<file path="config.mk">
export PLATFORM = sky130hd
export DESIGN_NAME = interval_timer_counter_unit
export DESIGN_NICKNAME = d
export VERILOG_FILES = /design/src/sv/itc_pkg.sv /design/src/sv/interval_timer_counter_unit.sv /design/src/sv/itc_core.sv
export SDC_FILE = /design/constraint.sdc
export NUM_CORES = 1
export LEC_CHECK = 0
export BUFFER_PORTS_ARGS = -buffer_cell sky130_fd_sc_hd__buf_4
export CAP_MARGIN = 20
export CORE_UTILIZATION = 65
export DETAILED_ROUTE_END_ITERATION = 8
export GPL_ROUTABILITY_DRIVEN = 0
export MAX_ROUTING_LAYER = met4
export PLACE_DENSITY = 0.85
export SLEW_MARGIN = 10
export SYNTH_ARGS = -nofsm -noshare
export SYNTH_HDL_FRONTEND = slang
export SYNTH_SLANG_ARGS = --single-unit
</file>
<file path="constraint.sdc">
create_clock -name clk -period 7 [get_ports clk]
set_clock_uncertainty 0.2 [all_clocks]
set_input_delay 1.4 -clock clk [delete_from_list [all_inputs] [get_ports clk]]
set_output_delay 1.4 -clock clk [all_outputs]
set_load 0.01 [all_outputs]
</file>
<file path="src/sv/itc_pkg.sv">
// ----------------------------------------------------------------------------
// itc_pkg
// Shared types, codes and widths for the interval timer counter unit.
// ----------------------------------------------------------------------------
package itc_pkg;

	// width of the down counter and reload registers (8 to 32)
	localparam int COUNT_BITS = 16;
	// width used when slicing count bytes, at least two bytes wide
	localparam int EXT_BITS = (COUNT_BITS > 16) ? COUNT_BITS : 16;

	typedef logic [COUNT_BITS-1:0] count_t;

	// item kinds
	typedef enum logic [1:0] {
		FUNC_WRITE = 2'd0,
		FUNC_READ  = 2'd1,
		FUNC_TICK  = 2'd2,
		FUNC_NOP   = 2'd3
	} func_t;

	// register selects
	localparam logic [1:0] PORT_DATA0 = 2'd0;
	localparam logic [1:0] PORT_CTRL  = 2'd3;

	// control word fields
	localparam logic [1:0] SEL_CNT0   = 2'd0;
	localparam logic [1:0] ACC_LATCH  = 2'd0;
	localparam logic [1:0] ACC_LOHI   = 2'd3;
	localparam logic [2:0] MODE_ONESHOT = 3'b000;

	// one input beat as seen by the counter core
	typedef struct packed {
		logic [1:0] func;
		logic [1:0] port;
		logic [7:0] wdata;
	} itc_item_t;

	// result of one beat
	typedef struct packed {
		logic [7:0] rdata;
		logic       out_level;
	} itc_result_t;

endpackage

</file>
<file path="src/sv/interval_timer_counter_unit.sv">
// ----------------------------------------------------------------------------
// interval_timer_counter_unit
// Counter zero of an interval timer driven by write, read and tick beats.
// ----------------------------------------------------------------------------
// path: an input beat passes the input register, then the counter update
//   feeding the result register
// throughput: one beat per cycle while out_stall does not hold the result register
// reset: asynchronous, clears all control state; the core's output pin state resets high
// ----------------------------------------------------------------------------
module interval_timer_counter_unit (
	input  logic       clk,
	input  logic       arst_n,
	input  logic       in_valid,
	output logic       in_stall,
	input  logic [1:0] func,
	input  logic [1:0] port,
	input  logic [7:0] wdata,
	output logic       out_valid,
	input  logic       out_stall,
	output logic [7:0] rdata,
	output logic       out_level
);

	logic                  valid_s1;
	itc_pkg::itc_item_t    item_s1;
	logic                  advance;
	itc_pkg::itc_result_t  result;
	logic                  out_valid_q;
	logic [7:0]            rdata_q;
	logic                  out_level_q;

	// stage one moves on when the result register is free or being taken
	assign advance  = valid_s1 && (!out_valid_q || !out_stall);
	assign in_stall = valid_s1 && !advance;

	// input register
	always_ff @(posedge clk or negedge arst_n) begin
		if (!arst_n) begin
			valid_s1 <= 1'b0;
		end else if (!in_stall) begin
			valid_s1 <= in_valid;
		end
	end

	always_ff @(posedge clk) begin
		if (in_valid && !in_stall) begin
			item_s1.func  <= func;
			item_s1.port  <= port;
			item_s1.wdata <= wdata;
		end
	end

	// counter state and update
	itc_core u_core (
		.clk    (clk),
		.arst_n (arst_n),
		.step   (advance),
		.item   (item_s1),
		.result (result)
	);

	// result register
	always_ff @(posedge clk or negedge arst_n) begin
		if (!arst_n) begin
			out_valid_q <= 1'b0;
		end else if (advance) begin
			out_valid_q <= 1'b1;
		end else if (!out_stall) begin
			out_valid_q <= 1'b0;
		end
	end

	always_ff @(posedge clk) begin
		if (advance) begin
			rdata_q     <= result.rdata;
			out_level_q <= result.out_level;
		end
	end

	assign out_valid = out_valid_q;
	assign rdata     = rdata_q;
	assign out_level = out_level_q;

endmodule

</file>
<file path="src/sv/itc_core.sv">
// ----------------------------------------------------------------------------
// itc_core
// Counter zero state and its single-pass update for one write, read or tick.
// ----------------------------------------------------------------------------
module itc_core (
	input  logic                clk,
	input  logic                arst_n,
	input  logic                step,
	input  itc_pkg::itc_item_t  item,
	output itc_pkg::itc_result_t result
);

	logic              mode_periodic_q, mode_periodic_d;
	itc_pkg::count_t   reload_q, reload_d;
	itc_pkg::count_t   count_q, count_d;
	itc_pkg::count_t   latch_q, latch_d;
	logic              latch_held_q, latch_held_d;
	logic              wr_msb_q, wr_msb_d;
	logic              rd_msb_q, rd_msb_d;
	logic              running_q, running_d;
	logic              out_pin_q, out_pin_d;
	logic [7:0]        rdata_d;

	logic [1:0]        ctl_sel;
	logic [1:0]        ctl_acc;
	logic [2:0]        ctl_mode;
	logic              ctl_bcd;
	logic              mode_ok;
	logic              mode_new;
	itc_pkg::count_t   count_dec;
	itc_pkg::count_t   read_src;
	logic [itc_pkg::EXT_BITS-1:0] read_ext;
	logic [15:0]       reload_hi16;

	assign ctl_sel  = item.wdata[7:6];
	assign ctl_acc  = item.wdata[5:4];
	assign ctl_mode = item.wdata[3:1];
	assign ctl_bcd  = item.wdata[0];
	assign count_dec = count_q - itc_pkg::COUNT_BITS'(1);
	assign read_src  = latch_held_q ? latch_q : count_q;
	assign read_ext  = itc_pkg::EXT_BITS'(read_src);
	// high byte write: new byte over the held low byte, fit to the count width
	assign reload_hi16 = {item.wdata, reload_q[7:0]};

	// decode of the programmable modes
	always_comb begin
		mode_ok  = 1'b0;
		mode_new = 1'b0;
		case (ctl_mode) inside
			itc_pkg::MODE_ONESHOT: begin
				mode_ok  = 1'b1;
				mode_new = 1'b0;
			end
			3'b010, 3'b110: begin
				mode_ok  = 1'b1;
				mode_new = 1'b1;
			end
			default: begin
				mode_ok  = 1'b0;
				mode_new = 1'b0;
			end
		endcase
	end

	// next state and read byte for the current beat
	always_comb begin
		mode_periodic_d = mode_periodic_q;
		reload_d        = reload_q;
		count_d         = count_q;
		latch_d         = latch_q;
		latch_held_d    = latch_held_q;
		wr_msb_d        = wr_msb_q;
		rd_msb_d        = rd_msb_q;
		running_d       = running_q;
		out_pin_d       = out_pin_q;
		rdata_d         = 8'd0;
		case (itc_pkg::func_t'(item.func))
			itc_pkg::FUNC_WRITE: begin
				if (item.port == itc_pkg::PORT_CTRL) begin
					if (ctl_sel == itc_pkg::SEL_CNT0) begin
						if (ctl_acc == itc_pkg::ACC_LATCH) begin
							if (!latch_held_q) begin
								latch_d      = count_q;
								latch_held_d = 1'b1;
							end
						end else if (ctl_acc == itc_pkg::ACC_LOHI && !ctl_bcd && mode_ok) begin
							mode_periodic_d = mode_new;
							running_d       = 1'b0;
							wr_msb_d        = 1'b0;
							rd_msb_d        = 1'b0;
							latch_held_d    = 1'b0;
							out_pin_d       = mode_new;
						end
					end
				end else if (item.port == itc_pkg::PORT_DATA0) begin
					if (!wr_msb_q) begin
						reload_d[7:0] = item.wdata;
						wr_msb_d      = 1'b1;
						if (!mode_periodic_q) begin
							running_d = 1'b0;
							out_pin_d = 1'b0;
						end
					end else begin
						reload_d  = itc_pkg::COUNT_BITS'(reload_hi16);
						wr_msb_d  = 1'b0;
						count_d   = itc_pkg::COUNT_BITS'(reload_hi16);
						running_d = 1'b1;
						out_pin_d = mode_periodic_q;
					end
				end
			end
			itc_pkg::FUNC_READ: begin
				if (item.port == itc_pkg::PORT_DATA0) begin
					if (!rd_msb_q) begin
						rdata_d  = read_ext[7:0];
						rd_msb_d = 1'b1;
					end else begin
						rdata_d      = read_ext[15:8];
						rd_msb_d     = 1'b0;
						latch_held_d = 1'b0;
					end
				end
			end
			itc_pkg::FUNC_TICK: begin
				if (running_q) begin
					if (!mode_periodic_q) begin
						count_d = count_dec;
						if (count_dec == '0) begin
							out_pin_d = 1'b1;
						end
					end else if (count_q == itc_pkg::COUNT_BITS'(1)) begin
						count_d   = reload_q;
						out_pin_d = 1'b1;
					end else begin
						count_d   = count_dec;
						out_pin_d = (count_dec != itc_pkg::COUNT_BITS'(1));
					end
				end
			end
			default: begin
				rdata_d = 8'd0;
			end
		endcase
	end

	// counter state registers
	always_ff @(posedge clk or negedge arst_n) begin
		if (!arst_n) begin
			mode_periodic_q <= 1'b0;
			reload_q        <= '0;
			count_q         <= '0;
			latch_q         <= '0;
			latch_held_q    <= 1'b0;
			wr_msb_q        <= 1'b0;
			rd_msb_q        <= 1'b0;
			running_q       <= 1'b0;
			out_pin_q       <= 1'b1;
		end else if (step) begin
			mode_periodic_q <= mode_periodic_d;
			reload_q        <= reload_d;
			count_q         <= count_d;
			latch_q         <= latch_d;
			latch_held_q    <= latch_held_d;
			wr_msb_q        <= wr_msb_d;
			rd_msb_q        <= rd_msb_d;
			running_q       <= running_d;
			out_pin_q       <= out_pin_d;
		end
	end

	assign result.rdata     = rdata_d;
	assign result.out_level = out_pin_d;

endmodule
</file>
==> flow_summary.ini <==
[run_status]
status = finished clean

[synthesis]
syn-num-nets = 364
synthCells = 342
synth_flop_cell = dfrtp_1
synth-seq-cells = 77
yosys_warnings = 0
synthArstFlopShare_pct = 72.73
syn_area_um2 = 3916
synth_edf_count = 21
avgSynthCellArea_um2 = 11.45
synthTopCellsByArea = dfrtp_1, edfxtp_1, mux2_2, mux4_2, a21oi_1
seq_area_frac_synth_pct = 51.92
ys_types = 56
netlist.area_leader.share_pct = 35.14
yosysTopAreaCell = dfrtp_1

[timing]
rsz0062_at_grt = false
worst_slack_ns = 3.605
slew_viol_final = 0
fmax_ghz = 0.2945
finalCritPeriodShare_pct = 48.50
finalHoldViolCount = 0
setup_viol = 0
min_period_ns = 3.395
worstMarginPinSlew_ns = 0.7879
relSlewSlack_pct = 47.07
tns_ns = 0

[floorplan]
io_pins = 27
row_count = 27
core_area_um2 = 5642
die_area_um2 = 6339
die_y_um = 79.62
die_w_um = 79.62
initial_core_util_pct = 69.42

[power_and_ir_drop]
power.total_mw = 1.382
pwr-share-clk_pct = 23.8
irDropWorstVdd_v = 0.0001876
p_comb_share_pct = 25.2
power_leakage_nw = 1.808
power_density_nw_per_um2 = 322.5
p_seq_share_pct = 51.1
p_int_mw = 0.8994
p_sw_share_pct = 34.94
p_sw_mw = 0.4829

[critical_path]
slowest_delay_ns = 0.13
endpoint_kind = primary output
crit_path_max_fanout = 3
arrival_ns = 1.80
critPathLaunchType = input port
crit_top_cell = buf_4
critPathKind = input port to primary output
crit_slowest_cell = buf_4
cp.required_ns = 5.40
crit_chain = buf_4 -> nand3_1 -> inv_1 -> buf_4

[route]
avgViaCountPerCell = 6.492
antenna_left = 0
wl_um = 8396
drtIter0Drc = 202
drc = 0
drt_pass1_iterations = 5
wire_per_inst_um = 19.13
vias = 2850

[clock_network]
clock-sinks = 77
ctsHtreeMaxLevel = 3
numCtsBuffers = 9
cts_tree = done
root_buffer = clkbuf_8
post_cts_resize_count = 0
ctsLongestPathBuffers = 2
cts_hold_buf = 0
clk_pin_slew_worst_paths_ns = 0.08
post_cts.repair.setup_buffers = 0
insertion_delay_ns = 0.36

[final_layout]
area_growth_pct = 9.457
drive_above_1_share_pct = 25.34
final_nets = 384
n_antenna_cell = 0
n_fill_cell = 385
design_area_um2 = 4287

[placed_design]
post-place-ws_ns = 3.316
io_buffers = 26
place_hpwl_um = 5832
place_area_um2 = 4096

[global_routing]
grt_pass1_wl_um = 13760
grt_max_degree = 57
grt.met1_usage_pct = 40.39
grt-ovfl-total = 0
grt.total_usage_pct = 30.49
grtUsageMet2_pct = 47.69
grt_pass1_vias = 2770
met3_usage_pct = 4.343
antenna_found_initial = 0
grt-busiest-layer = met2

[flow_run]
max-cap-violations = 0

[min_path]
hp-class = register to register
==> cell type report <==
type | instances | area [µm²] | share of cell area [%]
Clock inverter | 7 | 66.31 | 1.547
Tap cell | 72 | 90.09 | 2.102
Sequential cell | 77 | 2033 | 47.43
Clock buffer | 9 | 123.9 | 2.890
Timing Repair Buffer | 27 | 202.7 | 4.729
Multi-Input combinational cell | 233 | 1718 | 40.08
Inverter | 14 | 52.55 | 1.226
==> worst max-delay path, delay by kind of cell <==
kind / cells / cell delay [ns]
buffers and inverters: 3 / 0.29
and+or+nand+nor: 1 / 0.10
==> routing by layer <==
metal,wire length [µm],vias to the layer above
li1,-,1299
met1,3564,1431
met2,4166,101
met3,497,19
met4,168,0
met5,0,-
==> metrics by stage <==
stage / util [%] / instances / hold WS, ns
3_5_place_dp: 72.61 / 423 / 0.2836
3_3_place_gp: 72.61 / 423 / 0.2752
4_1_cts: 75.98 / 439 / 0.3036
2_1_floorplan: - / 342 / 0.2504
5_1_grt: 75.98 / 439 / 0.3181
6_report: 75.98 / 439 / 0.3043
==> worst paths after layout <==
path	startpoint	end	slack [ns]	cells after the start
max in group asynchronous	arst_n	u_core.reload_q[7]	5.22	1
min in group asynchronous	arst_n	out_valid	0.88	1
max	out_stall	in_stall	3.60	4
max reg2reg	u_core.count_q[0]	out_level	3.90	8
min reg2reg	u_core.reload_q[11]	u_core.reload_q[11]	0.30	2
min	u_core.reload_q[11]	u_core.reload_q[11]	0.30	2
==> cells in the mapped netlist (2+ instances only) <==
cell	number
edfxtp_1	21
o211ai_1	5
nand2_1	26
a211oi_1	5
nand2b_1	4
mux2_2	30
buf_6	2
inv_1	14
nor2b_1	10
nor3b_1	3
nor2_1	23
or3_1	3
nand4_1	4
dfrtp_1	55
o21ai_0	17
a31oi_1	6
o221ai_1	3
buf_2	4
ha_1	6
nand3_1	8
mux4_2	7
xor2_1	6
a21oi_1	24
clkbuf_1	8
xnor2_1	5
nor3_2	2
a31o_2	2
nor3_1	10
clkbuf_8	2
==> power by group through the flow <==
stage	logic, mW	clock network, mW	registers [mW]
CTS	0.346	0.330	0.701
floorplan	0.322	0	0.632
detailed placement	0.343	0	0.709
global route	0.389	0.344	0.718
global placement	0.328	0	0.703
finish	0.348	0.329	0.706
==> kinds of logic (layout without fill, tap and decap cells) <==
kind of cell,count (synthesis),in the layout,share of synthesized area [%]
mux,39,39,13.58
xor+xnor,11,11,2.460
simple gates,105,105,14.22
buf+inv,32,57,4.217
flops,77,77,51.92
compound gates,72,72,11.69
fa+ha+maj,6,6,1.917
==> cell usage in the layout (no fill, tap or decap), drive strengths merged, types with 5 or more instances in the layout <==
cell type	n
a211oi	5
mux4	8
o211ai	5
nor2b	10
xnor2	5
dfrtp	55
clkbuf	9
mux2	30
ha	6
o21ai	17
nor3	12
edfxtp	21
a31oi	6
nand2	26
nand3	8
inv	14
buf	27
xor2	6
nor2	23
a21oi	24
==> state kept, by name, indices dropped and copies added (netlist names) <==
signal and cells:
item_s1 12, u_core.running_q 1, rdata 8, out_level 1, u_core.reload_q 16, u_core.mode_periodic_q 1
u_core.count_q 16, out_valid 1, u_core.latch_q 16, u_core.rd_msb_q 1, u_core.latch_held_q 1, valid_s1 1
u_core.wr_msb_q 1, u_core.out_pin_q 1
Power figures use the tool's default switching activity.
